### src/design/cfd_pkg.sv
// Shared types and constants for the cell stream deframer.
`timescale 1ns / 1ps
package cfd_pkg;

  localparam int LENGTH_BITS_DEF = 32;
  localparam int CFG_INDEX_W     = 8;
  localparam int QUEUE_DEPTH     = 4;
  localparam int HEADER_BYTES    = 1 + 4 + 4;

  // header byte positions: type at 0, sequence at 1..4, length at 5..8
  localparam logic [3:0] LAST_SEQ_BYTE = 4'd4;
  localparam logic [3:0] LAST_HDR_BYTE = 4'(HEADER_BYTES - 1);

  localparam logic [7:0] DATA_TYPE_RESET    = 8'hFE;
  localparam logic [7:0] COMMAND_TYPE_RESET = 8'hED;

  localparam logic [CFG_INDEX_W-1:0] REG_DATA_TYPE    = CFG_INDEX_W'(0);
  localparam logic [CFG_INDEX_W-1:0] REG_COMMAND_TYPE = CFG_INDEX_W'(1);

  localparam logic ERR_BAD_TYPE  = 1'b0;
  localparam logic ERR_TRUNCATED = 1'b1;

  typedef enum logic [1:0] {
    KIND_HEADER  = 2'd0,
    KIND_PAYLOAD = 2'd1,
    KIND_ERROR   = 2'd2
  } kind_t;

  // One classified input beat: an optional main result and an optional
  // truncation error that follows it. Both share the held header fields.
  typedef struct packed {
    logic        has_main;
    kind_t       main_kind;
    logic        main_last;
    logic        has_trunc;
    logic [7:0]  cell_type;
    logic [31:0] seq;
    logic [31:0] len;
    logic [7:0]  pbyte;
  } rec_t;

endpackage

### src/design/cfd_front.sv
// Front end: config registers, header parser and payload counter.
`timescale 1ns / 1ps
module cfd_front #(
  parameter int LENGTH_BITS = cfd_pkg::LENGTH_BITS_DEF
) (
  input  logic                             clk,
  input  logic                             rst_n,
  input  logic                             cfg_we,
  input  logic [cfd_pkg::CFG_INDEX_W-1:0]  cfg_index,
  input  logic [7:0]                       cfg_data,
  input  logic                             accept,
  input  logic [7:0]                       stream_byte,
  input  logic                             end_of_buffer,
  output logic                             rec_push,
  output cfd_pkg::rec_t                    rec
);

  typedef enum logic [1:0] {
    PH_HEADER  = 2'd0,
    PH_PAYLOAD = 2'd1,
    PH_DISCARD = 2'd2
  } phase_t;

  localparam logic [31:0] LEN_MASK = 32'((64'd1 << LENGTH_BITS) - 64'd1);

  logic [7:0]             data_code_r, cmd_code_r;
  phase_t                 phase_r, phase_nxt;
  logic [3:0]             cnt_r, cnt_nxt;
  logic [7:0]             type_r, type_nxt;
  logic [31:0]            seq_r, seq_nxt;
  logic [31:0]            len_r, len_nxt;
  logic [LENGTH_BITS-1:0] rem_r, rem_nxt;
  logic [LENGTH_BITS-1:0] rem_dec;
  logic [31:0]            len_shift, len_masked;
  logic                   owed;
  logic                   has_main, main_last;
  cfd_pkg::kind_t         main_kind;
  logic [7:0]             pbyte;

  always_comb begin
    phase_nxt  = phase_r;
    cnt_nxt    = cnt_r;
    type_nxt   = type_r;
    seq_nxt    = seq_r;
    len_nxt    = len_r;
    rem_nxt    = rem_r;
    owed       = 1'b0;
    has_main   = 1'b0;
    main_kind  = cfd_pkg::KIND_HEADER;
    main_last  = 1'b0;
    pbyte      = 8'd0;
    rem_dec    = rem_r - 1'b1;
    len_shift  = {len_r[23:0], stream_byte};
    len_masked = len_shift & LEN_MASK;
    case (phase_r)
      PH_PAYLOAD: begin
        rem_nxt   = rem_dec;
        has_main  = 1'b1;
        main_kind = cfd_pkg::KIND_PAYLOAD;
        pbyte     = stream_byte;
        if (rem_dec == '0) begin
          main_last = 1'b1;
          phase_nxt = PH_HEADER;
          cnt_nxt   = 4'd0;
        end else begin
          owed = 1'b1;
        end
      end
      PH_DISCARD: begin
      end
      default: begin
        if (cnt_r == 4'd0) begin
          type_nxt = stream_byte;
          seq_nxt  = 32'd0;
          len_nxt  = 32'd0;
          if (stream_byte != data_code_r && stream_byte != cmd_code_r) begin
            has_main  = 1'b1;
            main_kind = cfd_pkg::KIND_ERROR;
            main_last = 1'b1;
            phase_nxt = PH_DISCARD;
          end else begin
            cnt_nxt = 4'd1;
            owed    = 1'b1;
          end
        end else if (cnt_r <= cfd_pkg::LAST_SEQ_BYTE) begin
          seq_nxt = {seq_r[23:0], stream_byte};
          cnt_nxt = cnt_r + 4'd1;
          owed    = 1'b1;
        end else if (cnt_r >= cfd_pkg::LAST_HDR_BYTE) begin
          len_nxt   = len_masked;
          cnt_nxt   = 4'd0;
          has_main  = 1'b1;
          main_kind = cfd_pkg::KIND_HEADER;
          if (len_masked == 32'd0) begin
            main_last = 1'b1;
            phase_nxt = PH_HEADER;
          end else begin
            rem_nxt   = len_masked[LENGTH_BITS-1:0];
            phase_nxt = PH_PAYLOAD;
            owed      = 1'b1;
          end
        end else begin
          len_nxt = len_shift;
          cnt_nxt = cnt_r + 4'd1;
          owed    = 1'b1;
        end
      end
    endcase
    if (end_of_buffer) begin
      phase_nxt = PH_HEADER;
      cnt_nxt   = 4'd0;
      rem_nxt   = '0;
    end
  end

  // results carry the held fields as updated by this beat
  always_comb begin
    rec.has_main  = has_main;
    rec.main_kind = main_kind;
    rec.main_last = main_last;
    rec.has_trunc = end_of_buffer & owed;
    rec.cell_type = type_nxt;
    rec.seq       = seq_nxt;
    rec.len       = len_nxt;
    rec.pbyte     = pbyte;
  end

  assign rec_push = accept & (rec.has_main | rec.has_trunc);

  always_ff @(posedge clk) begin
    if (!rst_n) begin
      data_code_r <= cfd_pkg::DATA_TYPE_RESET;
      cmd_code_r  <= cfd_pkg::COMMAND_TYPE_RESET;
      phase_r     <= PH_HEADER;
      cnt_r       <= 4'd0;
      type_r      <= 8'd0;
      seq_r       <= 32'd0;
      len_r       <= 32'd0;
      rem_r       <= '0;
    end else begin
      if (cfg_we && cfg_index == cfd_pkg::REG_DATA_TYPE) begin
        data_code_r <= cfg_data;
      end
      if (cfg_we && cfg_index == cfd_pkg::REG_COMMAND_TYPE) begin
        cmd_code_r <= cfg_data;
      end
      if (accept) begin
        phase_r <= phase_nxt;
        cnt_r   <= cnt_nxt;
        type_r  <= type_nxt;
        seq_r   <= seq_nxt;
        len_r   <= len_nxt;
        rem_r   <= rem_nxt;
      end
    end
  end

endmodule

### src/design/cfd_queue.sv
// Short record queue between the parser and the result stage.
`timescale 1ns / 1ps
module cfd_queue (
  input  logic          clk,
  input  logic          rst_n,
  input  logic          wr_en,
  input  cfd_pkg::rec_t wr_data,
  output logic          full,
  input  logic          rd_en,
  output cfd_pkg::rec_t rd_data,
  output logic          empty
);

  localparam int PTR_W = $clog2(cfd_pkg::QUEUE_DEPTH);
  localparam int CNT_W = $clog2(cfd_pkg::QUEUE_DEPTH + 1);
  localparam logic [PTR_W-1:0] LAST_PTR = PTR_W'(cfd_pkg::QUEUE_DEPTH - 1);
  localparam logic [CNT_W-1:0] DEPTH_CNT = CNT_W'(cfd_pkg::QUEUE_DEPTH);

  cfd_pkg::rec_t    mem_r [cfd_pkg::QUEUE_DEPTH];
  logic [PTR_W-1:0] wr_ptr_r, rd_ptr_r;
  logic [CNT_W-1:0] cnt_r;
  logic             do_wr, do_rd;

  assign full    = (cnt_r == DEPTH_CNT);
  assign empty   = (cnt_r == '0);
  assign do_wr   = wr_en & ~full;
  assign do_rd   = rd_en & ~empty;
  assign rd_data = mem_r[rd_ptr_r];

  always_ff @(posedge clk) begin
    if (do_wr) begin
      mem_r[wr_ptr_r] <= wr_data;
    end
  end

  always_ff @(posedge clk) begin
    if (!rst_n) begin
      wr_ptr_r <= '0;
      rd_ptr_r <= '0;
      cnt_r    <= '0;
    end else begin
      if (do_wr) begin
        wr_ptr_r <= (wr_ptr_r == LAST_PTR) ? '0 : wr_ptr_r + 1'b1;
      end
      if (do_rd) begin
        rd_ptr_r <= (rd_ptr_r == LAST_PTR) ? '0 : rd_ptr_r + 1'b1;
      end
      if (do_wr && !do_rd) begin
        cnt_r <= cnt_r + 1'b1;
      end else if (do_rd && !do_wr) begin
        cnt_r <= cnt_r - 1'b1;
      end
    end
  end

endmodule

### src/design/cfd_back.sv
// Result stage: unpacks each record into one or two output beats.
`timescale 1ns / 1ps
module cfd_back (
  input  logic          clk,
  input  logic          rst_n,
  input  cfd_pkg::rec_t head,
  input  logic          q_empty,
  output logic          q_pop,
  output logic          out_empty,
  input  logic          out_pop,
  output logic [1:0]    out_result_kind,
  output logic [7:0]    out_cell_type,
  output logic [31:0]   out_sequence_number,
  output logic [31:0]   out_payload_length,
  output logic [7:0]    out_payload_byte,
  output logic          out_last_of_cell,
  output logic          out_error_code
);

  cfd_pkg::rec_t rec_r;
  logic          valid_r;
  logic          sel_r;    // showing the trailing truncation error
  logic          taken, done, advance, load;

  assign taken   = valid_r & out_pop;
  assign done    = taken & (sel_r | ~rec_r.has_trunc);
  assign advance = taken & ~sel_r & rec_r.has_trunc;
  assign load    = ~valid_r | done;
  assign q_pop   = load & ~q_empty;

  always_ff @(posedge clk) begin
    if (!rst_n) begin
      valid_r <= 1'b0;
      sel_r   <= 1'b0;
    end else if (q_pop) begin
      valid_r <= 1'b1;
      sel_r   <= ~head.has_main;
    end else if (done) begin
      valid_r <= 1'b0;
    end else if (advance) begin
      sel_r <= 1'b1;
    end
  end

  always_ff @(posedge clk) begin
    if (q_pop) begin
      rec_r <= head;
    end
  end

  assign out_empty           = ~valid_r;
  assign out_result_kind     = sel_r ? cfd_pkg::KIND_ERROR : rec_r.main_kind;
  assign out_cell_type       = rec_r.cell_type;
  assign out_sequence_number = rec_r.seq;
  assign out_payload_length  = rec_r.len;
  assign out_payload_byte    = sel_r ? 8'd0 : rec_r.pbyte;
  assign out_last_of_cell    = sel_r | rec_r.main_last;
  assign out_error_code      = sel_r ? cfd_pkg::ERR_TRUNCATED : cfd_pkg::ERR_BAD_TYPE;

endmodule

### src/design/cell_stream_deframer_unit.sv
// Cell stream deframer: splits a byte stream into header, payload and error beats.
// A result passes the record queue and then the output register before reaching the out_ ports.
// Throughput: one input beat per cycle; the parser never holds the input, so it stalls only
//   when the four-entry record queue is full. Output is one beat per cycle while out_pop is
//   high and records wait; a byte that ends a buffer early adds a trailing truncation beat.
// Reset (rst_n low, synchronous): parser back to header phase, held fields zeroed,
//   type codes to 0xFE / 0xED, queue and output stage emptied.
`timescale 1ns / 1ps
module cell_stream_deframer_unit #(
  parameter int LENGTH_BITS = cfd_pkg::LENGTH_BITS_DEF
) (
  input  logic                            clk,
  input  logic                            rst_n,
  input  logic                            in_push,
  output logic                            in_full,
  input  logic [7:0]                      in_stream_byte,
  input  logic                            in_end_of_buffer,
  output logic                            out_empty,
  input  logic                            out_pop,
  output logic [1:0]                      out_result_kind,
  output logic [7:0]                      out_cell_type,
  output logic [31:0]                     out_sequence_number,
  output logic [31:0]                     out_payload_length,
  output logic [7:0]                      out_payload_byte,
  output logic                            out_last_of_cell,
  output logic                            out_error_code,
  input  logic                            cfg_valid,
  output logic                            cfg_ready,
  input  logic [cfd_pkg::CFG_INDEX_W-1:0] cfg_index,
  input  logic [7:0]                      cfg_data
);

  logic          accept;
  logic          rec_push;
  cfd_pkg::rec_t rec, head;
  logic          q_full, q_empty, q_pop;

  assign cfg_ready = 1'b1;
  assign in_full   = q_full;
  assign accept    = in_push & ~q_full;

  cfd_front #(
    .LENGTH_BITS(LENGTH_BITS)
  ) u_front (
    .clk          (clk),
    .rst_n        (rst_n),
    .cfg_we       (cfg_valid & cfg_ready),
    .cfg_index    (cfg_index),
    .cfg_data     (cfg_data),
    .accept       (accept),
    .stream_byte  (in_stream_byte),
    .end_of_buffer(in_end_of_buffer),
    .rec_push     (rec_push),
    .rec          (rec)
  );

  cfd_queue u_queue (
    .clk    (clk),
    .rst_n  (rst_n),
    .wr_en  (rec_push),
    .wr_data(rec),
    .full   (q_full),
    .rd_en  (q_pop),
    .rd_data(head),
    .empty  (q_empty)
  );

  cfd_back u_back (
    .clk                (clk),
    .rst_n              (rst_n),
    .head               (head),
    .q_empty            (q_empty),
    .q_pop              (q_pop),
    .out_empty          (out_empty),
    .out_pop            (out_pop),
    .out_result_kind    (out_result_kind),
    .out_cell_type      (out_cell_type),
    .out_sequence_number(out_sequence_number),
    .out_payload_length (out_payload_length),
    .out_payload_byte   (out_payload_byte),
    .out_last_of_cell   (out_last_of_cell),
    .out_error_code     (out_error_code)
  );

endmodule
### config.mk
export PLATFORM = sky130hd
export DESIGN_NAME = cell_stream_deframer_unit
export DESIGN_NICKNAME = d
export VERILOG_FILES = /design/src/design/cfd_pkg.sv /design/src/design/cfd_front.sv /design/src/design/cfd_queue.sv /design/src/design/cfd_back.sv /design/src/design/cell_stream_deframer_unit.sv
export SDC_FILE = /design/constraint.sdc
export NUM_CORES = 1
export LEC_CHECK = 0
export ABC_AREA = 1
export BUFFER_PORTS_ARGS = -buffer_cell sky130_fd_sc_hd__buf_2
export CORE_ASPECT_RATIO = 1.5
export CORE_UTILIZATION = 57
export DETAILED_ROUTE_END_ITERATION = 10
export HOLD_SLACK_MARGIN = 0.05
export PLACE_DENSITY = 0.72
export REMOVE_ABC_BUFFERS = 1
export SETUP_SLACK_MARGIN = 0.15
export SYNTH_ARGS = -nofsm -noshare
export SYNTH_HDL_FRONTEND = slang
export SYNTH_SLANG_ARGS = --single-unit
### constraint.sdc
create_clock -name clk -period 15.5 [get_ports clk]
set_clock_uncertainty 0.2 [all_clocks]
set_input_delay 3.1 -clock clk [delete_from_list [all_inputs] [get_ports clk]]
set_output_delay 3.1 -clock clk [all_outputs]
set_load 0.02 [all_outputs]
==> results.yml <==
power:
  p_seq_frac: 0.439
  p_clk_frac: 0.225
  ir_drop_uv: 124.1
  intPower_w: 0.003331
  switching_power_w: 0.002028
  powerDensity_mw_per_mm2: 208.8
  p_sw_frac: 0.3785
  power.leakage_nw: 9.801
  combinationalPowerShare: 0.336
logic_synthesis:
  synth-seq-cells: 561
  synthTopCellsByArea: "edfxtp_1, dfxtp_1, o21ai_0"
  yosysWarnings: 0
  synth_cell_type_count: 46
  ys.flop_type: "edfxtp_1"
  synth_edf_count: 424
  synthArstFlopShare: 0
  synth.largest_area_cell: "edfxtp_1"
  syn-cell-area_mm2: 0.02364
  yosys.area.top_type_share: 0.5386
  synth_area_per_cell_um2: 10.35
  yosys.cell_count.top_type: "edfxtp_1"
  netlist_instances: 2284
  yosys-top-cells-count: "edfxtp_1, nor2_1, o21ai_0"
  seq_area_frac_synth: 0.6546
clock_tree:
  cts_tree: "yes"
  cts_hold_buf: 0
  clockBufferDepth: 3
  cts.repair_timing.setup_buffer_count: 0
  htreeDepth: 2
  clockRootBuffer: "clkbuf_16"
  clkLatencyLatePin_ns: 0.57
  cts_made_buffers: 48
  clk_pin_slew_ns: 0.07
  cts_sinks: 561
  postCtsResizedCells: 0
detailed_routing:
  met2_length_um: 28400
  first_iter_violations: 1445
  dr.pass1.iters: 7
  wl_met1_um: 20990
  wl_um: 54590
  num_vias: 16280
  wl_met3_um: 2746
  ant_nets: 0
  drcViolationCount: 0
  via_per_inst: 5.750
  routedWlPerCell_um: 19.28
  highest_layer: "met4"
die:
  rows: 91
  initial_utilization: 0.5767
  core_area_mm2: 0.04099
  die_h_um: 251.4
  io_pins: 117
  die_width_um: 168.3
  die-area_mm2: 0.04231
worst_setup_path:
  worstSetupEndpointType: "flop"
  ff2ff_path_depth: 17
  crit_arrival_ns: 6.39
  critPathMaxFanout: 50
  required_ns: 15.49
  crit_path_start_kind: "primary input"
  critPathKind: "in2reg"
layout:
  ff_latch_area_mm2: 0.01548
  fin_nets: 2323
  drive_gt1_frac: 0.1185
  fin_area_mm2: 0.02567
  antenna_cells: 0
  multi_input_area_mm2: 0.006486
  nFillCells: 3197
  synthToLayoutAreaGrowth_pct: 8.574
timing:
  period_needed_ns: 6.393
  tightest_slew_ns: 1.052
  setup_viol: 0
  hold_violations: 0
  max_slew_margin: 0.2982
  finalSetupTns_ns: 0
  max_freq_mhz: 156.4
  rsz0062_at_grt: "no"
  post-route-period-util: 0.4125
  maxSlewViolCount: 0
place:
  port_buffers: 115
  dp_hpwl_um: 33450
  place_area_mm2: 0.02408
  finalWeightedCongestion: 0.8900
worst_hold_path:
  hold_depth: 2
  min_path_type: "reg2reg"
global_route:
  grt_overflow_total: 0
  antenna_found_initial: 0
  first_global_vias: 15760
  grt_max_degree: 104
  grt_pass1_wl_um: 84790
  track_usage: 0.2582
flow_run:
  maxCapViolations: 0
status:
  run_status: "complete, no violations"
==> area by class of cell <==
| cell class | count | share of cell area |
|---|---|---|
| clock buffers | 62 | 0.05250 |
| repair buffers | 137 | 0.02886 |
| flip-flops and latches | 561 | 0.6031 |
| well taps | 511 | 0.02491 |
| multi-input cells | 1339 | 0.2527 |
| inverters | 193 | 0.02842 |
| clock inverters | 28 | 0.009506 |
==> registers in the layout (all words and copies together), names as in the netlist, named ones only <==
register	cells
u_back.rec_r	12
u_back.out_cell_type	8
u_queue.rd_ptr_r	2
u_front.cnt_r	4
u_queue.cnt_r	3
u_back.valid_r	1
u_front.phase_r	2
u_front.len_r	32
u_front.rem_r	32
u_front.cmd_code_r	8
u_back.out_payload_length	32
u_back.out_sequence_number	32
u_queue.wr_ptr_r	2
u_front.data_code_r	8
u_front.type_r	8
u_front.seq_r	32
u_back.sel_r	1
u_queue.mem_r	340
==> final timing paths <==
kind	startpoint	end	slack, ns
worst min-delay path	u_front.len_r[25]	u_front.len_r[25]	0.27
worst max register to register	u_front.cnt_r[0]	u_queue.mem_r[2][7]	10.47
worst max-delay path	in_stream_byte[4]	u_queue.mem_r[2][7]	9.11
worst min register to register	u_front.len_r[25]	u_front.len_r[25]	0.27
==> cells by family after synthesis <==
logic type | count (synthesis) | share of synthesized area
and+or+nand+nor | 735 | 0.1296
DFF | 561 | 0.6546
AOI/OAI and AO/OA | 578 | 0.1309
buffers and inverters | 384 | 0.07304
xor gates and xnor gates | 12 | 0.004446
other | 1 | 0.0001586
adders and majority gates | 13 | 0.007198
==> worst max-delay path: stages <==
cell	delay, ns
buf_2	0.16
inv_1	0.11
or2_2	0.28
nand3_1	0.08
nor3_1	0.05
nand2_1	0.06
nand2_1	0.10
nor2_1	0.15
nand2_1	0.14
o21ai_0	0.11
inv_1	0.06
nand2_1	0.13
inv_1	0.07
nand2_2	0.10
nand2_1	0.24
nor2_4	0.14
buf_4	0.49
buf_4	0.72
==> metal layers <==
metal | GRT usage | vias to the layer above
met2 | 0.4626 | 518
met4 | 0.1283 | 0
met3 | 0.03043 | 120
met5 | 0 | -
li1 | - | 7800
met1 | 0.3064 | 7840
==> through the flow <==
step,worst slack [ns],utilization,hold WS [ns],instances,power (W)
after global routing,8.909,0.6262,0.2774,2831,0.005646
after CTS,9.117,0.6262,0.2648,2831,0.005386
final,9.107,0.6262,0.2669,2831,0.005359
after global placement,8.571,0.5874,0.2487,2741,0.004135
after detailed placement,8.519,0.5874,0.2543,2741,0.004188
after floorplan,6.465,-,0.2349,2093,0.003546
==> power groups by stage <==
stage                     logic (W)  clock network (W)  registers, W
final                       0.00180            0.00121       0.00235
after CTS                   0.00181            0.00122       0.00235
after floorplan             0.00102                  0       0.00253
after global placement      0.00176                  0       0.00237
after detailed placement    0.00180                  0       0.00238
after global routing        0.00198            0.00128       0.00239
==> placed cells by master (no fill, tap or decap), types with 3 or more instances in the layout <==
cell        instances
edfxtp_1          424
nor2_1            356
o21ai_0           316
nand2_1           244
inv_1             182
dfxtp_1           135
a21oi_1           123
buf_2             115
o22ai_1            95
nand3_1            57
clkbuf_16          51
buf_4              22
or2_2              17
o211ai_1           14
ha_1               12
clkinv_2           11
o21ai_1            10
nor4_1             10
nor2_4              9
nor2_2              9
nand4_1             9
clkinv_1            8
a31oi_1             8
clkbuf_1            8
nor3_1              7
nand2_2             7
xor2_1              7
inv_2               6
xnor2_1             5
a22oi_1             4
clkinvlp_4          4
nand3_2             3
clkbuf_8            3
bufinv_16           3
(Power assumes the default switching activity.)
